`src/rtl/rdc_pkg.sv`:
```
// Shared types, constants and helper functions of the radix digit converter.
`timescale 1ns / 1ps

package rdc_pkg;

    localparam int RADIX_W     = 4;
    localparam int DIGIT_W     = 4;
    localparam int STEP_BITS   = 8;
    localparam int QUEUE_DEPTH = 2;

    localparam logic [RADIX_W-1:0] RADIX_MIN = 4'd2;
    localparam logic [RADIX_W-1:0] RADIX_MAX = 4'd9;

    typedef enum logic [1:0] {
        BK_IDLE,
        BK_DIV,
        BK_EMIT
    } rdc_back_state_t;

    typedef struct packed {
        logic full;
        logic empty;
    } rdc_q_status_t;

    // Clamps the programmed radix into the supported range of two to nine.
    function automatic logic [RADIX_W-1:0] rdc_eff_base(input logic [RADIX_W-1:0] radix);
        logic [RADIX_W-1:0] base;
        base = radix;
        if (radix < RADIX_MIN)
        begin
            base = RADIX_MIN;
        end
        else if (radix > RADIX_MAX)
        begin
            base = RADIX_MAX;
        end
        return base;
    endfunction

    // One restoring long-division step: shifts one dividend bit into the
    // remainder and returns the quotient bit on top of the new remainder.
    function automatic logic [DIGIT_W:0] rdc_div_step(
        input logic [DIGIT_W-1:0] rem,
        input logic               bit_in,
        input logic [RADIX_W-1:0] base
    );
        logic [DIGIT_W:0] trial;
        logic [DIGIT_W:0] diff;
        logic [DIGIT_W:0] result;
        trial = {rem, bit_in};
        diff  = trial - {1'b0, base};
        if (trial >= {1'b0, base})
        begin
            result = {1'b1, diff[DIGIT_W-1:0]};
        end
        else
        begin
            result = {1'b0, trial[DIGIT_W-1:0]};
        end
        return result;
    endfunction

endpackage

```
`src/rtl/rdc_if.sv`:
```
// Handshake channel interfaces of the radix digit converter.
`timescale 1ns / 1ps

interface rdc_value_if #(parameter int VALUE_BITS = 31);
    logic                  valid;
    logic                  ready;
    logic [VALUE_BITS-1:0] value;

    modport source (output valid, output value, input ready);
    modport sink (input valid, input value, output ready);
endinterface

interface rdc_digit_if;
    logic       valid;
    logic       ready;
    logic [3:0] digit;
    logic       last_digit;

    modport source (output valid, output digit, output last_digit, input ready);
    modport sink (input valid, input digit, input last_digit, output ready);
endinterface

interface rdc_cfg_if;
    logic       valid;
    logic       ready;
    logic [3:0] radix;

    modport source (output valid, output radix, input ready);
    modport sink (input valid, input radix, output ready);
endinterface

```
`src/rtl/rdc_front.sv`:
```
// Front end: holds the radix register, accepts values and queues the nonzero ones.
`timescale 1ns / 1ps

module rdc_front
    import rdc_pkg::*;
#(
    parameter int VALUE_BITS = 31
)
(
    input  logic                          clk,
    input  logic                          rst_n,
    rdc_value_if.sink                     items,
    rdc_cfg_if.sink                       cfg,
    input  rdc_q_status_t                 q_status,
    output logic                          push,
    output logic [VALUE_BITS+RADIX_W-1:0] push_data
);

    logic [RADIX_W-1:0] radix_reg;
    logic [RADIX_W-1:0] radix_next;

    assign cfg.ready = 1'b1;

    always_comb
    begin
        radix_next = radix_reg;
        if (cfg.valid)
        begin
            radix_next = cfg.radix;
        end
    end

    always_ff @(posedge clk or negedge rst_n)
    begin
        if (!rst_n)
        begin
            radix_reg <= RADIX_MIN;
        end
        else
        begin
            radix_reg <= radix_next;
        end
    end

    // A zero value has no digits at all, so it is accepted and dropped here.
    assign items.ready = !q_status.full;
    assign push        = items.valid && !q_status.full && (items.value != '0);
    assign push_data   = {rdc_eff_base(radix_reg), items.value};

endmodule

```
`src/rtl/rdc_queue.sv`:
```
// Short queue between the front end and the conversion back end.
`timescale 1ns / 1ps

module rdc_queue
    import rdc_pkg::*;
#(
    parameter int WIDTH = 35
)
(
    input  logic             clk,
    input  logic             rst_n,
    input  logic             push,
    input  logic [WIDTH-1:0] push_data,
    input  logic             pop,
    output logic [WIDTH-1:0] pop_data,
    output rdc_q_status_t    status
);

    localparam int PTR_W  = (QUEUE_DEPTH > 1) ? $clog2(QUEUE_DEPTH) : 1;
    localparam int FILL_W = $clog2(QUEUE_DEPTH + 1);

    logic [WIDTH-1:0]  entry_reg [QUEUE_DEPTH];
    logic [PTR_W-1:0]  wr_ptr_reg;
    logic [PTR_W-1:0]  wr_ptr_next;
    logic [PTR_W-1:0]  rd_ptr_reg;
    logic [PTR_W-1:0]  rd_ptr_next;
    logic [FILL_W-1:0] fill_reg;
    logic [FILL_W-1:0] fill_next;

    assign status.full  = (fill_reg == FILL_W'(QUEUE_DEPTH));
    assign status.empty = (fill_reg == '0);
    assign pop_data     = entry_reg[rd_ptr_reg];

    always_comb
    begin
        wr_ptr_next = wr_ptr_reg;
        rd_ptr_next = rd_ptr_reg;
        fill_next   = fill_reg;
        if (push)
        begin
            wr_ptr_next = (wr_ptr_reg == PTR_W'(QUEUE_DEPTH - 1)) ? '0 : wr_ptr_reg + 1'b1;
        end
        if (pop)
        begin
            rd_ptr_next = (rd_ptr_reg == PTR_W'(QUEUE_DEPTH - 1)) ? '0 : rd_ptr_reg + 1'b1;
        end
        if (push && !pop)
        begin
            fill_next = fill_reg + 1'b1;
        end
        else if (pop && !push)
        begin
            fill_next = fill_reg - 1'b1;
        end
    end

    always_ff @(posedge clk or negedge rst_n)
    begin
        if (!rst_n)
        begin
            wr_ptr_reg <= '0;
            rd_ptr_reg <= '0;
            fill_reg   <= '0;
        end
        else
        begin
            wr_ptr_reg <= wr_ptr_next;
            rd_ptr_reg <= rd_ptr_next;
            fill_reg   <= fill_next;
        end
    end

    always_ff @(posedge clk)
    begin
        if (push)
        begin
            entry_reg[wr_ptr_reg] <= push_data;
        end
    end

endmodule

```
`src/rtl/rdc_back.sv`:
```
// Back end: divides repeatedly by the base, stores the digits and replays them in reverse.
`timescale 1ns / 1ps

module rdc_back
    import rdc_pkg::*;
#(
    parameter int VALUE_BITS = 31
)
(
    input  logic                          clk,
    input  logic                          rst_n,
    input  rdc_q_status_t                 q_status,
    output logic                          pop,
    input  logic [VALUE_BITS+RADIX_W-1:0] pop_data,
    rdc_digit_if.source                   digits
);

    localparam int NCHUNK = (VALUE_BITS + STEP_BITS - 1) / STEP_BITS;
    localparam int WORK_W = NCHUNK * STEP_BITS;
    localparam int CHK_W  = (NCHUNK > 1) ? $clog2(NCHUNK) : 1;
    localparam int IDX_W  = $clog2(VALUE_BITS);
    localparam logic [CHK_W-1:0] LAST_CHUNK = CHK_W'(NCHUNK - 1);

    rdc_back_state_t state_reg;
    rdc_back_state_t state_next;

    logic [WORK_W-1:0]    work_reg;
    logic [WORK_W-1:0]    work_next;
    logic [DIGIT_W-1:0]   rem_reg;
    logic [DIGIT_W-1:0]   rem_next;
    logic [RADIX_W-1:0]   base_reg;
    logic [RADIX_W-1:0]   base_next;
    logic [CHK_W-1:0]     chunk_reg;
    logic [CHK_W-1:0]     chunk_next;
    logic [IDX_W-1:0]     wr_idx_reg;
    logic [IDX_W-1:0]     wr_idx_next;
    logic [IDX_W-1:0]     rd_ptr_reg;
    logic [IDX_W-1:0]     rd_ptr_next;
    logic                 out_valid_reg;
    logic                 out_valid_next;
    logic [DIGIT_W-1:0]   digit_reg;
    logic                 last_reg;
    logic                 last_next;
    logic [DIGIT_W-1:0]   store_mem [VALUE_BITS];
    logic                 store_we;

    logic [STEP_BITS-1:0] qbits;
    logic [DIGIT_W-1:0]   rem_c;
    logic [WORK_W-1:0]    work_shift;
    logic                 last_chunk;
    logic                 quot_zero;
    logic                 emit_load;

    // Eight long-division steps per cycle on the top byte of the work word.
    always_comb
    begin
        logic [DIGIT_W:0] step;
        rem_c = rem_reg;
        qbits = '0;
        for (int i = 0; i < STEP_BITS; i++)
        begin
            step  = rdc_div_step(rem_c, work_reg[WORK_W-1-i], base_reg);
            qbits[STEP_BITS-1-i] = step[DIGIT_W];
            rem_c = step[DIGIT_W-1:0];
        end
    end

    assign work_shift = (work_reg << STEP_BITS) | WORK_W'(qbits);
    assign last_chunk = (chunk_reg == LAST_CHUNK);
    assign quot_zero  = (work_shift == '0);
    assign emit_load  = (state_reg == BK_EMIT) && (!out_valid_reg || digits.ready);

    always_comb
    begin
        state_next = state_reg;
        unique case (state_reg)
            BK_IDLE:
            begin
                if (!q_status.empty)
                begin
                    state_next = BK_DIV;
                end
            end
            BK_DIV:
            begin
                if (last_chunk && quot_zero)
                begin
                    state_next = BK_EMIT;
                end
            end
            BK_EMIT:
            begin
                if (emit_load && (rd_ptr_reg == '0))
                begin
                    state_next = BK_IDLE;
                end
            end
            default:
            begin
                state_next = BK_IDLE;
            end
        endcase
    end

    always_comb
    begin
        pop         = 1'b0;
        store_we    = 1'b0;
        work_next   = work_reg;
        rem_next    = rem_reg;
        base_next   = base_reg;
        chunk_next  = chunk_reg;
        wr_idx_next = wr_idx_reg;
        rd_ptr_next = rd_ptr_reg;
        last_next   = last_reg;
        unique case (state_reg)
            BK_IDLE:
            begin
                if (!q_status.empty)
                begin
                    pop         = 1'b1;
                    work_next   = WORK_W'(pop_data[VALUE_BITS-1:0]);
                    base_next   = pop_data[VALUE_BITS +: RADIX_W];
                    rem_next    = '0;
                    chunk_next  = '0;
                    wr_idx_next = '0;
                end
            end
            BK_DIV:
            begin
                work_next = work_shift;
                if (last_chunk)
                begin
                    store_we    = 1'b1;
                    rem_next    = '0;
                    chunk_next  = '0;
                    wr_idx_next = wr_idx_reg + 1'b1;
                    rd_ptr_next = wr_idx_reg;
                end
                else
                begin
                    rem_next   = rem_c;
                    chunk_next = chunk_reg + 1'b1;
                end
            end
            BK_EMIT:
            begin
                if (emit_load)
                begin
                    last_next   = (rd_ptr_reg == '0);
                    rd_ptr_next = rd_ptr_reg - 1'b1;
                end
            end
            default:
            begin
                pop = 1'b0;
            end
        endcase
    end

    always_comb
    begin
        if (emit_load)
        begin
            out_valid_next = 1'b1;
        end
        else if (digits.ready)
        begin
            out_valid_next = 1'b0;
        end
        else
        begin
            out_valid_next = out_valid_reg;
        end
    end

    always_ff @(posedge clk or negedge rst_n)
    begin
        if (!rst_n)
        begin
            state_reg     <= BK_IDLE;
            out_valid_reg <= 1'b0;
            chunk_reg     <= '0;
            wr_idx_reg    <= '0;
            rd_ptr_reg    <= '0;
        end
        else
        begin
            state_reg     <= state_next;
            out_valid_reg <= out_valid_next;
            chunk_reg     <= chunk_next;
            wr_idx_reg    <= wr_idx_next;
            rd_ptr_reg    <= rd_ptr_next;
        end
    end

    // The digit store is read straight into the output register.
    always_ff @(posedge clk)
    begin
        work_reg  <= work_next;
        rem_reg   <= rem_next;
        base_reg  <= base_next;
        last_reg  <= last_next;
        if (emit_load)
        begin
            digit_reg <= store_mem[rd_ptr_reg];
        end
        if (store_we)
        begin
            store_mem[wr_idx_reg] <= rem_c;
        end
    end

    assign digits.valid      = out_valid_reg;
    assign digits.digit      = digit_reg;
    assign digits.last_digit = last_reg;

endmodule

```
`src/rtl/radix_digit_converter_unit.sv`:
```
// Top level of the radix digit converter: front end, queue and back end.
`timescale 1ns / 1ps

// The unit turns each non-negative value into its digits in the programmed
// base (two to nine; radix values below two act as two, above nine as nine)
// and sends them most significant first, one transaction per digit, with
// last_digit set on the final one. A value of zero is accepted and yields no
// transactions. The front end samples the radix with each value, so a radix
// write only affects values accepted after it. A two-entry queue lets the
// front end keep accepting values while the back end works. The back end
// handles one value at a time: a shared long-division unit retires eight
// dividend bits per cycle, so each digit takes one pass over the whole
// work word a byte at a time, and the digits are then replayed from the
// digit store at one per cycle while the output is not stalled.
module radix_digit_converter_unit
    import rdc_pkg::*;
#(
    parameter int VALUE_BITS = 31
)
(
    input  logic         clk,
    input  logic         rst_n,
    rdc_value_if.sink    items,
    rdc_digit_if.source  digits,
    rdc_cfg_if.sink      cfg
);

    // Queue entries carry the clamped base on top of the value.
    localparam int ENTRY_W = VALUE_BITS + RADIX_W;

    rdc_q_status_t      q_status;
    logic               q_push;
    logic               q_pop;
    logic [ENTRY_W-1:0] q_push_data;
    logic [ENTRY_W-1:0] q_pop_data;

    rdc_front #(
        .VALUE_BITS (VALUE_BITS)
    ) u_front (
        .clk       (clk),
        .rst_n     (rst_n),
        .items     (items),
        .cfg       (cfg),
        .q_status  (q_status),
        .push      (q_push),
        .push_data (q_push_data)
    );

    rdc_queue #(
        .WIDTH (ENTRY_W)
    ) u_queue (
        .clk       (clk),
        .rst_n     (rst_n),
        .push      (q_push),
        .push_data (q_push_data),
        .pop       (q_pop),
        .pop_data  (q_pop_data),
        .status    (q_status)
    );

    // The back end owns the division loop, the digit store and the output register.
    rdc_back #(
        .VALUE_BITS (VALUE_BITS)
    ) u_back (
        .clk      (clk),
        .rst_n    (rst_n),
        .q_status (q_status),
        .pop      (q_pop),
        .pop_data (q_pop_data),
        .digits   (digits)
    );

`ifndef SYNTHESIS
    // The front end must never push into a full queue.
    assert property (@(posedge clk) disable iff (!rst_n) q_status.full |-> !q_push)
        else $error("push into a full queue");

    // The back end must never pop an empty queue.
    assert property (@(posedge clk) disable iff (!rst_n) q_pop |-> !q_status.empty)
        else $error("pop from an empty queue");

    // Every digit must lie below the largest supported base.
    assert property (@(posedge clk) disable iff (!rst_n)
        digits.valid |-> (digits.digit < DIGIT_W'(RADIX_MAX)))
        else $error("digit out of range");

    // A pop without a push leaves the queue no longer full in the next cycle.
    assert property (@(posedge clk) disable iff (!rst_n)
        (q_pop && !q_push) |=> !q_status.full)
        else $error("queue still full after a pop");
`endif

endmodule
```
`src/flat_wrapper.sv`:
```
// flat-port wrapper written by rule: the top's interface ports become plain ports
module radix_digit_converter_unit_flat import rdc_pkg::*;
#(
    parameter int VALUE_BITS = 31
)
  (clk, rst_n, items_valid, items_value, items_ready, digits_valid, digits_digit, digits_last_digit, digits_ready, cfg_valid, cfg_radix, cfg_ready);
  rdc_value_if #(.VALUE_BITS(VALUE_BITS)) items_i ();
  rdc_digit_if digits_i ();
  rdc_cfg_if cfg_i ();
  input  logic clk;
  input  logic rst_n;
  input wire logic [$bits(items_i.valid)-1:0] items_valid;
  input wire logic [$bits(items_i.value)-1:0] items_value;
  output wire logic [$bits(items_i.ready)-1:0] items_ready;
  output wire logic [$bits(digits_i.valid)-1:0] digits_valid;
  output wire logic [$bits(digits_i.digit)-1:0] digits_digit;
  output wire logic [$bits(digits_i.last_digit)-1:0] digits_last_digit;
  input wire logic [$bits(digits_i.ready)-1:0] digits_ready;
  input wire logic [$bits(cfg_i.valid)-1:0] cfg_valid;
  input wire logic [$bits(cfg_i.radix)-1:0] cfg_radix;
  output wire logic [$bits(cfg_i.ready)-1:0] cfg_ready;
  assign items_i.valid = items_valid;
  assign items_i.value = items_value;
  assign items_ready = items_i.ready;
  assign digits_valid = digits_i.valid;
  assign digits_digit = digits_i.digit;
  assign digits_last_digit = digits_i.last_digit;
  assign digits_i.ready = digits_ready;
  assign cfg_i.valid = cfg_valid;
  assign cfg_i.radix = cfg_radix;
  assign cfg_ready = cfg_i.ready;
  radix_digit_converter_unit #(.VALUE_BITS(VALUE_BITS)) u_core (.clk(clk), .rst_n(rst_n), .items(items_i), .digits(digits_i), .cfg(cfg_i));
endmodule
```
`config.mk`:
```
export PLATFORM = sky130hd
export DESIGN_NAME = radix_digit_converter_unit_flat
export DESIGN_NICKNAME = d
export VERILOG_FILES = /design/src/rtl/rdc_pkg.sv /design/src/rtl/rdc_if.sv /design/src/rtl/rdc_front.sv /design/src/rtl/rdc_queue.sv /design/src/rtl/rdc_back.sv /design/src/rtl/radix_digit_converter_unit.sv /design/src/flat_wrapper.sv
export SDC_FILE = /design/constraint.sdc
export NUM_CORES = 1
export LEC_CHECK = 0
export BUFFER_PORTS_ARGS = -buffer_cell sky130_fd_sc_hd__buf_2
export CORE_ASPECT_RATIO = 0.8
export CORE_MARGIN = 2
export CORE_UTILIZATION = 35
export DETAILED_ROUTE_END_ITERATION = 7
export PLACE_DENSITY = 0.53
export SETUP_SLACK_MARGIN = 0.3
export SLEW_MARGIN = 20
export SYNTH_ARGS = -nofsm -noshare
export SYNTH_HDL_FRONTEND = slang
export SYNTH_SLANG_ARGS = --single-unit
```
`constraint.sdc`:
```
create_clock -name clk -period 16.7 [get_ports clk]
set_input_delay 0.835 -clock clk [delete_from_list [all_inputs] [get_ports clk]]
set_output_delay 0.835 -clock clk [all_outputs]
set_load 0.02 [all_outputs]
```
# Yosys cells after proc, flatten, opt, wreduce, memory -nomap -nowiden
# Memories as Yosys holds them, arrays and structs flattened. A register that Yosys moved wholly into a read port is not among the register bits.
# Cells that the tools add are included.
word_totals:
  regBits: 64
  latchBits: 0
  mem_bits_rw: 194
  mem_bits_ro: 0
  inputBits: 40
  output_inout_bits: 8
  mem_count: 2
classes:
  addsub: 15
  multipliers: 0
  div: 0
  n_lt_le_gt_ge: 10
  n_eq_ne: 9
  shift: 0
  mux: 42
  bitwise: 2
  n_reduce_logical: 27
mem_list:
  columns: ["memory", "words", "word_bits", "read_ports", "rd_ports_with_merged_regs", "write_ports", "line", "source"]
  rows:
  - ["u_core.u_back.store_mem", 31, 4, 1, 1, 1, "rdc_back.sv:44", "logic [DIGIT_W-1:0] store_mem [VALUE_BITS];"]
  - ["u_core.u_queue.entry_reg", 2, 35, 1, 0, 1, "rdc_queue.sv:22", "logic [WIDTH-1:0] entry_reg [QUEUE_DEPTH];"]
ops:
  columns: ["operator", "count"]
  rows:
  - ["32-bit one-hot mux with 2 select lines", 1]
  - ["5-bit two-way mux", 12]
  - ["5-bit by 4-bit >= comparator with 1-bit output", 8]
  - ["32-bit zero test", 1]
  - ["32-bit two-way mux", 1]
  - ["32-bit by 8-bit bitwise OR with 32-bit output", 1]
  - ["4-bit subtractor", 8]
  - ["31-bit nonzero test", 1]
  - ["5-bit one-hot mux with 2 select lines", 2]
  - ["4-bit two-way mux", 4]
  - ["2-bit two-way mux", 7]
  - ["1-bit two-way mux", 12]
  - ["3-bit AND reduction", 3]
  - ["2-bit inequality test, second input constant", 4]
  - ["4-bit one-hot mux with 2 select lines", 1]
  - ["2-bit nonzero test", 4]
  - ["1-bit logical AND", 7]
  - ["2-bit == test, second input constant", 3]
  - ["2-bit one-hot mux with 3 select lines", 1]
  - ["2-bit AND reduction", 3]
  - ["5-bit by 1-bit adder with 5-bit output, second input constant", 1]
  - ["5-bit zero test", 1]
  - ["5-bit by 1-bit subtractor with 5-bit output, second input constant", 1]
  - ["2-bit by 1-bit adder with 2-bit output, second input constant", 2]
  - ["11 further kinds", 16]

# Depth between registers and ports, before layout
logic_depth:
  depth_word: 21
  mapped_depth: 67
  mapped_depth_nobuf: 65

# By module
# A second synthesis with hierarchy kept.
unflattened:
  hier_cells: 930
  hier_area_um2: 12982.5
by_module_without_submodules:
  columns: ["mod", "n_inst", "cells_per_inst", "area_per_inst_um2", "seq_area_each_um2"]
  rows:
  - ["rdc_back", 1, 744, 9618.0, 5450.2]
  - ["rdc_queue", 1, 125, 2862.7, 2202.1]
  - ["rdc_front", 1, 61, 501.7, 101.3]

# Worst setup path before layout
# No wires, ideal clock.
synth_timing:
  kind: "register -> register"
  from: "reg u_core.u_back.base_reg[1]"
  to: "mem u_core.u_back.store_mem[0][1] (data pin)"
  setup_time_ns: 0.382
  arrival_ns: 12.990
  required_time_ns: 16.318
  setup_slack_ns: 3.328
  stages_incl_launch_ff: 64
  n_path_buf: 2
  synth_period_minus_slack_ns: 13.372
  path_cell_list: "edfxtp_1 inv_1 ha_1 inv_1 o21ai_1 nand2_1 o21ai_0 ha_1 a211o_1 a21oi_2 and3_1 buf_6 nor2_1 a21oi_1 inv_1 ha_1 nor2b_1 o21a_1 [... 28 more ...] nor2_1 o211ai_2 ha_1 a21oi_1 nand2_1 o21ai_1 a31o_2 nand2_2 a21oi_1 ha_1 o21ai_0 nand2b_1 a21o_1 a21oi_1 inv_1 a31oi_4 nand2_4 a22oi_1"
synth_between:
  elab_chain_cells: 16
synth_rtl:
  columns: ["item", "line", "source"]
  rows:
  - ["start: declaration", "rdc_back.sv:31", "logic [RADIX_W-1:0] base_reg;"]
  - ["start signal: assignment", "rdc_back.sv:202", "base_reg <= base_next;"]
  - ["4-bit subtractor / 5-bit by 4-bit >= comparator with 1-bit output (equally long branches)", "rdc_pkg.sv:51, rdc_pkg.sv:52", null]
  - ["5-bit two-way mux", "rdc_pkg.sv:52", "if (trial >= {1'b0, base})"]
  - ["4-bit subtractor / 5-bit by 4-bit >= comparator with 1-bit output (equally long branches)", "rdc_pkg.sv:51, rdc_pkg.sv:52", null]
  - ["5-bit two-way mux", "rdc_pkg.sv:52", null]
  - ["4-bit subtractor / 5-bit by 4-bit >= comparator with 1-bit output (equally long branches)", "rdc_pkg.sv:51, rdc_pkg.sv:52", null]
  - ["5-bit two-way mux", "rdc_pkg.sv:52", null]
  - ["5-bit by 4-bit >= comparator with 1-bit output / 4-bit subtractor (equally long branches)", "rdc_pkg.sv:52, rdc_pkg.sv:51", null]
  - ["5-bit two-way mux", "rdc_pkg.sv:52", null]
  - ["4-bit subtractor / 5-bit by 4-bit >= comparator with 1-bit output (equally long branches)", "rdc_pkg.sv:51, rdc_pkg.sv:52", null]
  - ["5-bit two-way mux", "rdc_pkg.sv:52", null]
  - ["4-bit subtractor / 5-bit by 4-bit >= comparator with 1-bit output (equally long branches)", "rdc_pkg.sv:51, rdc_pkg.sv:52", null]
  - ["5-bit two-way mux", "rdc_pkg.sv:52", null]
  - ["5-bit by 4-bit >= comparator with 1-bit output / 4-bit subtractor (equally long branches)", "rdc_pkg.sv:52, rdc_pkg.sv:51", null]
  - ["5-bit two-way mux", "rdc_pkg.sv:52", null]
  - ["4-bit subtractor / 5-bit by 4-bit >= comparator with 1-bit output (equally long branches)", "rdc_pkg.sv:51, rdc_pkg.sv:52", null]
  - ["5-bit two-way mux *", "rdc_pkg.sv:52", null]
  - ["net u_core.u_back.rem_c[1]", "rdc_back.sv:48", "logic [DIGIT_W-1:0] rem_c;"]
  - ["end: declaration", "rdc_back.sv:44", null]
# The timed path passes the listed nets; every way through them passes the cells marked *.

# Final worst setup path
layout_timing:
  from: "reg u_core.u_back.base_reg[1]"
  to: "mem u_core.u_back.store_mem[18][3] (data pin)"
# The elaborated chain is that of the path after synthesis.

==> impl_metrics.prom <==
# TYPE chip_impl_metric gauge
chip_impl_info{name="setup_repair_after_global_routing_missed_its_margin",value="no"} 1
chip_impl_metric{name="dpl.hpwl",unit="um"} 18290
chip_impl_metric{name="finalClockSkew",unit="ns"} 0.01317
chip_impl_metric{name="slowest_delay",unit="ns"} 0.70
chip_impl_metric{name="detail-route-antenna-nets",unit=""} 0
chip_impl_metric{name="final.hold.worst_slack",unit="ns"} 0.2968
chip_impl_metric{name="synth_cells",unit=""} 863
chip_impl_metric{name="cp_data_required_time",unit="ns"} 16.92
chip_impl_metric{name="numPortBuffers",unit=""} 46
chip_impl_metric{name="number_of_global_route_vias_before_repair",unit=""} 7053
chip_impl_metric{name="diodes_inserted",unit=""} 0
chip_impl_metric{name="synth.yosys.warnings",unit=""} 0
chip_impl_info{name="cpMostUsedCell",value="ha_1"} 1
chip_impl_metric{name="synth.cell_area",unit="sq mm"} 0.01236
chip_impl_metric{name="clkSinkCount",unit=""} 262
chip_impl_info{name="cts_tree",value="built"} 1
chip_impl_info{name="holdCritPathClass",value="in2async"} 1
chip_impl_metric{name="globalplace.congestion",unit=""} 0.8498
chip_impl_metric{name="critical_path_arrival",unit="ns"} 15.24
chip_impl_metric{name="groute.usage.overall",unit="%"} 14.65
chip_impl_metric{name="core-area",unit="sq mm"} 0.03480
chip_impl_metric{name="place_ws",unit="ns"} 1.481
chip_impl_info{name="worst_setup_path_end_kind",value="flop"} 1
chip_impl_metric{name="drc",unit=""} 0
chip_impl_metric{name="placement_rows",unit=""} 61
chip_impl_info{name="yosys-top-cells-area",value="edfxtp_1 58%, mux4_2 6.4%, dfrtp_1 4.5%"} 1
chip_impl_metric{name="finalCriticalPeriod",unit="ns"} 15.02
chip_impl_metric{name="grt.overflow.total",unit=""} 0
chip_impl_info{name="cp-start-kind",value="flop"} 1
chip_impl_metric{name="drv.max_cap_violation_count",unit=""} 0
chip_impl_info{name="slowest_stage",value="edfxtp_1"} 1
chip_impl_metric{name="largest_register_ffs",unit=""} 124
chip_impl_metric{name="worst_slew_pin_slew",unit="ns"} 0.8699
chip_impl_metric{name="slew_headroom",unit="%"} 42.00
chip_impl_metric{name="wire_length_of_the_first_global_routing_pass",unit="um"} 41700
chip_impl_metric{name="first_iter_violations",unit=""} 487
chip_impl_metric{name="synth_async_sr_flop_share",unit="%"} 8.779
chip_impl_metric{name="synth.yosys.seq_area_share",unit="%"} 62.74
chip_impl_metric{name="htree_num_levels",unit=""} 1
chip_impl_metric{name="clock_tree.buffer_depth",unit=""} 3
chip_impl_metric{name="synth_edf_count",unit=""} 239
chip_impl_metric{name="worstSkewPairLatency",unit="ns"} 0.54
chip_impl_info{name="result_of_the_run",value="finished, final reports clean"} 1
chip_impl_info{name="clock_tree.root_cell",value="clkbuf_16"} 1
chip_impl_metric{name="timing.final.max_slew_violations",unit=""} 0
chip_impl_metric{name="ys_seq_elements",unit=""} 262
chip_impl_metric{name="final_nets",unit=""} 1009
chip_impl_metric{name="final_setup_tns",unit="ns"} 0
chip_impl_metric{name="report.final.hold_viol_count",unit=""} 0
chip_impl_metric{name="number_of_antenna_violations_at_the_first_check_in_global_routing",unit=""} 1
chip_impl_metric{name="tritoncts_buffer_count",unit=""} 29
chip_impl_metric{name="synthesis.area_per_instance",unit="sq um"} 14.32
chip_impl_metric{name="dieArea",unit="sq mm"} 0.03684
chip_impl_info{name="synth_top_cell_by_area",value="edfxtp_1"} 1
chip_impl_metric{name="detailed_route_via_count",unit=""} 7137
chip_impl_metric{name="die_h",unit="um"} 172.1
chip_impl_metric{name="detail_route.wl_per_cell",unit="um"} 19.11
chip_impl_metric{name="floorplan.initialDensity",unit="%"} 35.51
chip_impl_metric{name="dieWidth",unit="um"} 214.1
chip_impl_metric{name="detail_route.first_pass.iterations",unit=""} 5
chip_impl_metric{name="ios",unit=""} 48
chip_impl_metric{name="synthDominantCellAreaShare",unit="%"} 58.07
chip_impl_metric{name="final_worst_path_cycle_share",unit="%"} 89.93
chip_impl_metric{name="synthToLayoutAreaGrowth",unit="%"} 14.21
chip_impl_metric{name="setup_viol_count_final",unit=""} 0
chip_impl_metric{name="drive_above_1_share",unit="%"} 19.53
chip_impl_metric{name="grt_start_max_net_pins",unit=""} 67
chip_impl_metric{name="route.final.wire_length",unit="um"} 27030
chip_impl_metric{name="holdBufCountCts",unit=""} 0
chip_impl_metric{name="clock_pin_slew_on_the_worst_setup_and_hold_paths",unit="ns"} 0.06
chip_impl_metric{name="yosys.cell_types.count",unit=""} 72
chip_impl_info{name="timing_worst_setup_path_type",value="reg2reg"} 1
chip_impl_metric{name="fmax",unit="MHz"} 66.59
chip_impl_info{name="yosys_most_used_dff",value="edfxtp_1"} 1
chip_impl_metric{name="postSynthNetCount",unit=""} 952
chip_impl_metric{name="route.detailed.vias_per_inst",unit=""} 5.047
chip_impl_metric{name="setup_slack",unit="ns"} 1.682
chip_impl_metric{name="crit_path_max_fanout",unit=""} 31
worst paths after layout:
path | slack (ns) | to | depth (start not counted) | start
setup / recovery | 1.68 | u_core.u_back.store_mem[18][3]$_DFFE_PP_ | 62 | u_core.u_back.base_reg[1]$_DFFE_PP_
hold / removal | 0.30 | u_core.u_back.rd_ptr_reg[3]$_DFFE_PN0P_ | 1 | rst_n
setup reg to reg | 1.68 | u_core.u_back.store_mem[18][3]$_DFFE_PP_ | 62 | u_core.u_back.base_reg[1]$_DFFE_PP_
hold reg to reg | 0.49 | u_core.u_back.chunk_reg[0]$_DFFE_PN0P_ | 1 | u_core.u_back.chunk_reg[0]$_DFFE_PN0P_
max in group asynchronous | 15.99 | u_core.u_back.rd_ptr_reg[1]$_DFFE_PN0P_ | 1 | rst_n
min in group clk | 0.49 | u_core.u_back.chunk_reg[0]$_DFFE_PN0P_ | 1 | u_core.u_back.chunk_reg[0]$_DFFE_PN0P_
cells in the mapped netlist (9+ instances only):
library cell and n:
nand2_1 66, a21oi_1 31, mux4_2 35, inv_1 38, nor3_1 10, nor2_1 66
ha_1 41, nor2b_1 12, mux2i_1 44, nand2b_1 9, xor2_1 11, dfrtp_1 22
o21ai_0 50, a21o_1 9, nor4_1 13, mux2_2 15, edfxtp_1 239, clkbuf_1 26
worst max-delay path: cells and delay by family (launching register included):
family                   cells  cell delay (ns)
flip-flops                   1             0.70
AO/OA/AOI/OAI               28             6.16
AND/OR/NAND/NOR             14             2.34
multiplexers                 7             2.34
adder cells (fa/ha/maj)      8             2.44
buffers and inverters        5             0.68
logic make-up after synthesis:
logic type	Yosys count	synth area share, %
compound gates	147	7.938
other cells	1	0.03034
xor+xnor	19	1.347
fa+ha+maj	49	5.447
mux	97	11.73
simple gates	217	8.444
flops	262	62.74
buf+inv	71	2.318
metal layers:
layer	vias to the layer above	wire length, um	GRT usage (%)
met5	-	0	0
met4	0	334	2.989
met3	23	1195	1.812
met2	154	11700	22.06
met1	3565	13800	22.71
li1	3395	-	-
timing repair:
action,in CTS,in global routing
endpoints found under the setup margin,0,124
gates resized for setup,0,3
buffers inserted,0,4
metrics by stage:
| stage | area (sq um) | instances | util, % |
|---|---|---|---|
| finish | 14110 | 1414 | 40.56 |
| global route | 14110 | 1414 | 40.56 |
| CTS | 14040 | 1408 | 40.34 |
| detailed placement | 13130 | 1355 | 37.72 |
| global placement | 13130 | 1355 | 37.72 |
| floorplan | 12360 | 863 | - |
area by class of cell:
type | instances | area (sq um)
multi-input cells | 531 | 4373
well taps | 472 | 590.6
fillers | 3245 | 20690
clock inverters | 12 | 113.9
repair buffers | 58 | 332.8
flip-flops and latches | 262 | 7757
clock buffers | 41 | 800.8
inverters | 38 | 146.4
cell usage in the layout (no fill, tap or decap), types with 4 or more instances in the layout:
cell type and n:
a211oi_1 8, a21o_1 9, a21oi_1 29, and2_1 6, and3_1 4, buf_2 46, buf_4 11, clkbuf_1 9
clkbuf_16 29, clkinv_2 5, dfrtp_1 19, edfxtp_1 239, fa_1 8, ha_1 41, inv_1 37, mux2_2 14
mux2i_1 44, mux4_2 35, nand2_1 66, nand2b_1 9, nand3_1 7, nand4_1 8, nor2_1 65, nor2b_1 11
nor3_1 10, nor4_1 13, o21a_1 7, o21ai_0 50, o21ai_1 7, xnor2_1 8, xor2_1 11
Power is left out: the tool's default activity adds up to more than one toggle a clock period on the data nets, which glitch-free logic cannot reach.
